[config.mk]
export PLATFORM = sky130hd
export DESIGN_NAME = cvr_front
export DESIGN_NICKNAME = d
export VERILOG_FILES = /design/src/rtl/core/collision_velocity_response_unit_assert.svh /design/src/rtl/core/cvr_pkg.sv /design/src/rtl/core/cvr_front.sv
export SDC_FILE = /design/constraint.sdc
export NUM_CORES = 1
export LEC_CHECK = 0
export BUFFER_PORTS_ARGS = -buffer_cell sky130_fd_sc_hd__clkbuf_2
export CELL_PAD_IN_SITES_DETAIL_PLACEMENT = 1
export CELL_PAD_IN_SITES_GLOBAL_PLACEMENT = 1
export CORE_MARGIN = 2
export CORE_UTILIZATION = 35
export CTS_BUF_LIST = sky130_fd_sc_hd__clkbuf_2 sky130_fd_sc_hd__clkbuf_4 sky130_fd_sc_hd__clkbuf_8
export DETAILED_ROUTE_END_ITERATION = 8
export GPL_ROUTABILITY_DRIVEN = 0
export MAX_ROUTING_LAYER = met4
export PLACE_DENSITY_LB_ADDON = 0.1
export SLEW_MARGIN = 20
export SYNTH_ARGS = -nofsm -noshare
export SYNTH_HDL_FRONTEND = slang
export SYNTH_SLANG_ARGS = --single-unit
[constraint.sdc]
create_clock -name clk_i -period 0.9 [get_ports clk_i]
set_clock_uncertainty 0.1 [all_clocks]
set_input_delay 0.09 -clock clk_i [delete_from_list [all_inputs] [get_ports clk_i]]
set_output_delay 0.09 -clock clk_i [all_outputs]
set_load 0.1 [all_outputs]
[src/rtl/core/collision_velocity_response_unit_assert.svh]
// assertion macros for the collision velocity response unit
`ifndef COLLISION_VELOCITY_RESPONSE_UNIT_ASSERT_SVH
`define COLLISION_VELOCITY_RESPONSE_UNIT_ASSERT_SVH
`ifndef NO_ASSERTIONS
`define CVR_ASSERT(lbl, clk, rstn, prop, msg) \
  lbl: assert property (@(posedge clk) disable iff (!rstn) prop) else $error(msg);
`define CVR_ASSERT_ALWAYS(lbl, clk, prop, msg) \
  lbl: assert property (@(posedge clk) prop) else $error(msg);
`else
`define CVR_ASSERT(lbl, clk, rstn, prop, msg)
`define CVR_ASSERT_ALWAYS(lbl, clk, prop, msg)
`endif
`endif

[src/rtl/core/cvr_pkg.sv]
// shared constants, types and helpers of the collision velocity response unit
`default_nettype none
package cvr_pkg;

  localparam int FracBits   = 16;
  localparam int SpeedW     = 32;
  localparam int MassW      = 32;
  localparam int RestW      = FracBits + 1;
  localparam int WeightBits = 30;
  localparam int FactorBits = 28;
  localparam int QuotW      = WeightBits + 1;
  localparam int DenW       = MassW + 1;
  localparam int NumW       = MassW + WeightBits + 1;
  localparam int DiffW      = SpeedW + 1;
  localparam int EsumW      = RestW + 1;
  localparam int FactW      = FracBits + 3;
  localparam int GW         = QuotW + FactW;
  localparam int WideW      = SpeedW + 8;

  typedef enum logic [1:0] {
    CaseNone     = 2'd0,
    CaseCentral  = 2'd1,
    CasePlatform = 2'd2,
    CaseResting  = 2'd3
  } cvr_case_e;

  // per-item data that travels next to the divider
  typedef struct packed {
    logic signed [SpeedW-1:0] v1;
    logic signed [SpeedW-1:0] v2;
    logic signed [DiffW-1:0]  d;
    logic [EsumW-1:0]         esum;
    cvr_case_e                kind;
    logic                     first_moves;
    logic                     mass_zero;
  } cvr_side_t;

  // saturate a wide signed value to the speed range
  function automatic logic signed [SpeedW-1:0] sat_speed(input logic signed [WideW-1:0] v);
    logic signed [WideW-1:0] hi;
    logic signed [WideW-1:0] lo;
    hi = WideW'(signed'({1'b0, {(SpeedW-1){1'b1}}}));
    lo = -hi - WideW'(1);
    if (v > hi) begin
      sat_speed = hi[SpeedW-1:0];
    end else if (v < lo) begin
      sat_speed = lo[SpeedW-1:0];
    end else begin
      sat_speed = v[SpeedW-1:0];
    end
  endfunction

endpackage
`default_nettype wire

[src/rtl/core/cvr_front.sv]
// input stage: restitution clamp, case decode, divider operands
`default_nettype none
module cvr_front (
  input  wire logic                              clk_i,
  input  wire logic                              rst_ni,
  input  wire logic                              en_i,
  input  wire logic                              vld_i,
  input  wire logic signed [cvr_pkg::SpeedW-1:0] v1_i,
  input  wire logic [cvr_pkg::MassW-1:0]         m1_i,
  input  wire logic [cvr_pkg::RestW-1:0]         r1_i,
  input  wire logic                              mv1_i,
  input  wire logic signed [cvr_pkg::SpeedW-1:0] v2_i,
  input  wire logic [cvr_pkg::MassW-1:0]         m2_i,
  input  wire logic [cvr_pkg::RestW-1:0]         r2_i,
  input  wire logic                              mv2_i,
  input  wire logic                              rest_i,
  output logic                                   vld_o,
  output logic [cvr_pkg::NumW-1:0]               num_o,
  output logic [cvr_pkg::DenW-1:0]               den_o,
  output cvr_pkg::cvr_side_t                     side_o
);

  localparam logic [cvr_pkg::RestW-1:0] One = cvr_pkg::RestW'(1) << cvr_pkg::FracBits;

  logic [cvr_pkg::RestW-1:0]  r1c, r2c;
  logic [cvr_pkg::DenW-1:0]   sum;
  cvr_pkg::cvr_side_t         side_d, side_q;
  logic [cvr_pkg::NumW-1:0]   num_d, num_q;
  logic [cvr_pkg::DenW-1:0]   den_q;
  logic                       vld_q;
  logic signed [cvr_pkg::DiffW-1:0] d12;

  // clamp factors, mass sum and numerator of the weight
  always_comb begin
    r1c   = (r1_i > One) ? One : r1_i;
    r2c   = (r2_i > One) ? One : r2_i;
    sum   = {1'b0, m1_i} + {1'b0, m2_i};
    num_d = {1'b0, m2_i, {cvr_pkg::WeightBits{1'b0}}}
          + cvr_pkg::NumW'(sum >> 1);
    d12   = cvr_pkg::DiffW'(v1_i) - cvr_pkg::DiffW'(v2_i);
  end

  // case decode
  always_comb begin
    side_d.v1          = v1_i;
    side_d.v2          = v2_i;
    side_d.d           = d12;
    side_d.esum        = {1'b0, r1c} + {1'b0, r2c};
    side_d.first_moves = mv1_i;
    side_d.mass_zero   = (sum == '0);
    side_d.kind        = cvr_pkg::CaseNone;
    if (rest_i) begin
      side_d.kind = cvr_pkg::CaseResting;
      if (!mv1_i) begin
        side_d.v2 = v1_i;
      end else if (!mv2_i) begin
        side_d.v1 = v2_i;
      end else begin
        side_d.v1 = '0;
        side_d.v2 = '0;
      end
    end else if (mv1_i && mv2_i) begin
      side_d.kind = cvr_pkg::CaseCentral;
    end else if (mv1_i || mv2_i) begin
      side_d.kind = cvr_pkg::CasePlatform;
      if (!mv1_i) begin
        side_d.d = -d12;
      end
    end
  end

  // stage register
  always_ff @(posedge clk_i or negedge rst_ni) begin
    if (!rst_ni) begin
      vld_q <= 1'b0;
    end else if (en_i) begin
      vld_q <= vld_i;
    end
  end

  always_ff @(posedge clk_i) begin
    if (en_i) begin
      side_q <= side_d;
      num_q  <= num_d;
      den_q  <= sum;
    end
  end

  assign vld_o  = vld_q;
  assign num_o  = num_q;
  assign den_o  = den_q;
  assign side_o = side_q;

endmodule
`default_nettype wire

==> results.json, run 1 <==
{
  "start_util_pct": 35.70,
  "synth_common_cells": "edfxtp_1 (185), nand2_1 (97), ha_1 (87)",
  "synthDistinctLibCells": 75,
  "synth_top_area_share_pct": 43.64,
  "grt_max_degree": 52,
  "synth_area_leaders": "edfxtp_1 (44%), ha_1 (8.6%), xnor2_1 (5.0%)",
  "yosys.area.top_type": "edfxtp_1",
  "gr-total-overflow": 820,
  "ys_warn_count": 0,
  "clock-sinks": 186,
  "hpwl_mm": 43.72,
  "synth-seq-cells": 186,
  "synth.most_common_cell": "edfxtp_1",
  "die_w_um": 194.7,
  "worst_endpoint_kind": "register data pin",
  "status": "did not finish",
  "port_buffers": 384,
  "io_pins": 385,
  "ys.flop_type": "edfxtp_1",
  "error": "[ERROR GRT-0232] Routing congestion too high. Check the congestion heatmap in the GUI.",
  "grt_usage_pct": 85.25,
  "yosysSeqAreaShare_pct": 43.84,
  "clock-root-buffer": "clkbuf_8",
  "mappedNetlistArea_sq_um": 12730,
  "synth-edff-count": 185,
  "antenna_found_initial": 10,
  "rows": 69,
  "stop_stage": "5_1_grt",
  "clockBufferDepth": 2,
  "synthCells": 1237,
  "numCtsBuffers": 17,
  "syn_nets": 1497,
  "crit_endpoint": "num_o[59]$_DFFE_PP_/D",
  "die_y_um": 194.7,
  "htree_levels": 4,
  "avgSynthCellArea_sq_um": 10.29,
  "ys_async_sr_fraction_pct": 0.5376
}
-- cells by family after synthesis --
kind of cell	synth area share [%]
multiplexers	0.4423
AND/OR/NAND/NOR	14.94
flip-flops	43.84
XOR/XNOR	7.775
AO/OA/AOI/OAI	18.73
adder cells (fa/ha/maj)	9.180
buffers and inverters	5.091
-- repair_timing --
action                     CTS
buffers inserted           112
pin swaps                  121
hold endpoints to repair   136
gates cloned                 0
resized for setup          206
setup endpoints to repair  362
hold buffers               101
-- per-stage QoR --
step	cell area, sq um	setup TNS, ns	hold slack, ns	setup WS (ns)	std cells
4_1_cts	25660	-324.39	-0.1493	-2.699	2699
3_5_place_dp	22510	-307.09	-0.2307	-3.363	2472
3_3_place_gp	22510	-292.57	-0.2353	-3.196	2472
2_1_floorplan	13960	-259.34	-0.3056	-2.973	1237
-- metal layers --
metal  GRT usage [%]  GRT overflow
met1           80.00            15
met2           103.3           548
met3           64.22            20
met4           94.64           237
met5               -             -
==> inputs of run 2 (changes only) <==
==> config.mk (replaced) <==
export PLATFORM = sky130hd
export DESIGN_NAME = cvr_front
export DESIGN_NICKNAME = d
export VERILOG_FILES = /design/src/rtl/core/collision_velocity_response_unit_assert.svh /design/src/rtl/core/cvr_pkg.sv /design/src/rtl/core/cvr_front.sv
export SDC_FILE = /design/constraint.sdc
export NUM_CORES = 1
export LEC_CHECK = 0
export BUFFER_PORTS_ARGS = -buffer_cell sky130_fd_sc_hd__clkbuf_2
export CORE_MARGIN = 2
export CORE_UTILIZATION = 20
export DETAILED_ROUTE_END_ITERATION = 8
export GPL_ROUTABILITY_DRIVEN = 0
export PLACE_DENSITY_LB_ADDON = 0.15
export SLEW_MARGIN = 20
export SYNTH_ARGS = -nofsm -noshare
export SYNTH_HDL_FRONTEND = slang
export SYNTH_SLANG_ARGS = --single-unit
==> run 2 against run 1 <==
Net effect: the flow now finishes, with violations (negative hold slack, negative setup slack); synthesized cell count stayed put; synthesized area stayed put.
==> results.json, run 2 <==
{
  "rows": 92,
  "setup_tns_ns": -278.72,
  "hpwl_mm": 42.95,
  "post_drt_via_cell_ratio": 4.339,
  "max_stage_delay_ns": 0.34,
  "finalSetupViolations": 343,
  "die_y_um": 256.3,
  "fin_util_pct": 43.33,
  "first_pass_iters": 4,
  "yosysSeqAreaShare_pct": 43.84,
  "grt_setup_unrepaired": "true",
  "num-nets-final": 2493,
  "clock-root-buffer": "clkbuf_16",
  "clockBufferDepth": 2,
  "post-route-period-util_pct": 396.8,
  "core_area_sq_um": 62970,
  "synth-edff-count": 185,
  "synth_area_leaders": "edfxtp_1 (44%), ha_1 (8.6%), xnor2_1 (5.0%)",
  "min_period_ns": 3.571,
  "dr.first_iter.drc_count": 458,
  "start_util_pct": 20.22,
  "required_ns": 1.05,
  "drv_slew": 0,
  "wire_per_inst_um": 17.78,
  "antenna_found_initial": 3,
  "clk_latency_ns": 0.49,
  "port_buffers": 384,
  "ir_worst_vdd_mv": 1.590,
  "slew_headroom_pct": 62.55,
  "final_common_cell": "buf_4",
  "htree_levels": 4,
  "whs_ns": -0.1231,
  "tightest_slew_ns": 0.5601,
  "layout_common_cells": "buf_4 (501), buf_12 (231), edfxtp_1 (185)",
  "cp_cell_sequence": "buf_8 -> ha_4 -> fa_2 -> a211o_1 -> a211oi_2 -> o21a_2 -> o31ai_4 -> a31o_4 -> a31oi_4 -> o21ai_2 -> a21oi_2 -> o21bai_1 -> ha_1 -> a21oi_2 -> nor2b_1 -> and3_1 -> nand3_2 -> nor2_4 -> nand2_4 -> nor2_4 -> nand2_2 -> xnor2_2",
  "cts_tree": "built",
  "ys_warn_count": 0,
  "avgSynthCellArea_sq_um": 10.29,
  "grt_max_degree": 35,
  "grt_pass1_vias": 14490,
  "numCtsBuffers": 17,
  "critPathKind": "input port to register",
  "ys.flop_type": "edfxtp_1",
  "stdcell_count": 3092,
  "clock-sinks": 186,
  "drc": 0,
  "gr-total-overflow": 0,
  "die-area_sq_um": 65680,
  "finalWorstSetupSlack_ns": -2.671,
  "powerDensity_nw_per_um2": 1676,
  "failed_checks": "negative hold slack, negative setup slack",
  "io_pins": 385,
  "status": "complete, but fails checks",
  "grt_pass1_wl_mm": 81.98,
  "placedCellCount": 2909,
  "cp_slowest_cell": "fa_2",
  "ys_async_sr_fraction_pct": 0.5376,
  "synth_top_area_share_pct": 43.64,
  "area_delta_synth_final_pct": 114.3,
  "drive_above_1_share_pct": 58.71,
  "routed_wl_mm": 54.98,
  "hp-class": "input port to register",
  "clk_pin_slew_ns": 0.07,
  "synth.most_common_cell": "edfxtp_1",
  "yosys.area.top_type": "edfxtp_1",
  "vias": 13420,
  "synthDistinctLibCells": 75,
  "arrival_ns": 3.72,
  "postRouteAntennaNets": 0,
  "die_w_um": 256.3,
  "grt_usage_pct": 16.23,
  "max_cap_viol_count": 0,
  "crit_path_end_kind": "register",
  "mappedNetlistArea_sq_um": 12730,
  "largest_reg_flops": 119,
  "p_leak_uw": 0.01193,
  "syn_nets": 1497,
  "synth_common_cells": "edfxtp_1 (185), nand2_1 (97), ha_1 (87)",
  "synthCells": 1237,
  "final-hold-violation-count": 56,
  "cp_max_fo": 4,
  "synth-seq-cells": 186,
  "fmaxAchievable_mhz": 280.0,
  "cp-start-kind": "input port"
}
## run 2: cell counts after synthesis
No cell type changed its count.
## run 2: routing by layer
layer  share of wire [%]  routed length (um)  track usage (%)
met5               0.024                  13                0
met4                 1.9                1052            4.808
met3                 5.9                3249            4.883
met2                  51               28060            29.28
met1                  41               22600            18.32
## run 2: stage by stage
step / power [uW] / setup slack [ns] / area, sq um
final: 45720 / -2.671 / 27280
after CTS: 45160 / -2.610 / 26190
after floorplan: 26040 / -2.973 / 13960
after detailed placement: 36220 / -3.346 / 23350
after global routing: 47570 / -2.773 / 27280
after global placement: 36170 / -3.261 / 23350
## run 2: logic make-up after synthesis
logic type | Yosys count | synth area share, %
buffers and inverters | 141 | 5.091
AND/OR/NAND/NOR | 362 | 14.94
adder cells (fa/ha/maj) | 91 | 9.180
XOR/XNOR | 113 | 7.775
AO/OA/AOI/OAI | 339 | 18.73
flip-flops | 186 | 43.84
multiplexers | 5 | 0.4423
## run 2: final cells by class
cell class              count  area, sq um
clock inverters            11        97.59
clock buffers              20        436.7
fillers                  5927        35680
diodes                      1        2.502
flip-flops and latches    186         5584
multi-input cells         912         8894
inverters                  76        302.8
repair buffers           1040        10910
well taps                 846         1059
## run 2: final timing paths
| kind | start | to | slack, ns | depth (start not counted) |
|---|---|---|---|---|
| hold / removal | rest_i | side_o[2] | -0.12 | 2 |
| setup / recovery | m1_i[0] | num_o[61] | -2.67 | 22 |
| max in group asynchronous | rst_ni | vld_o | 0.26 | 3 |
| setup reg to reg | vld_o | vld_o | -0.07 | 1 |
| hold reg to reg | vld_o | vld_o | 0.50 | 1 |
| min in group asynchronous | rst_ni | vld_o | 0.32 | 3 |
## run 2: where the power goes
part / switching [uW] / internal (uW) / total (uW) / leakage, uW
clock network: 3620 / 3780 / 7400 / 0.000258
registers: 1090 / 11000 / 12100 / 0.00182
logic: 15400 / 10900 / 26300 / 0.00986
total: 20100 / 25600 / 45700 / 0.0119
## run 2: worst max-delay path, delay by kind of cell
kind                       cells  cell delay (ns)
adders and majority gates      3             0.80
buffers and inverters          1             0.10
and+or+nand+nor                7             0.97
xor gates and xnor gates       1             0.13
AOI/OAI and AO/OA             10             1.62
## run 2: repair_timing
| action | 4_1_cts | 5_1_grt |
|---|---|---|
| gates cloned | 0 | 3 |
| setup buffers | 66 | 52 |
| hold endpoints to repair | 120 | 74 |
| setup endpoints to repair | 362 | 395 |
| hold buffers | 107 | 21 |
| resized for setup | 143 | 260 |
| pin swaps | 87 | 123 |
Note: power is estimated with default switching activity, not from simulation.
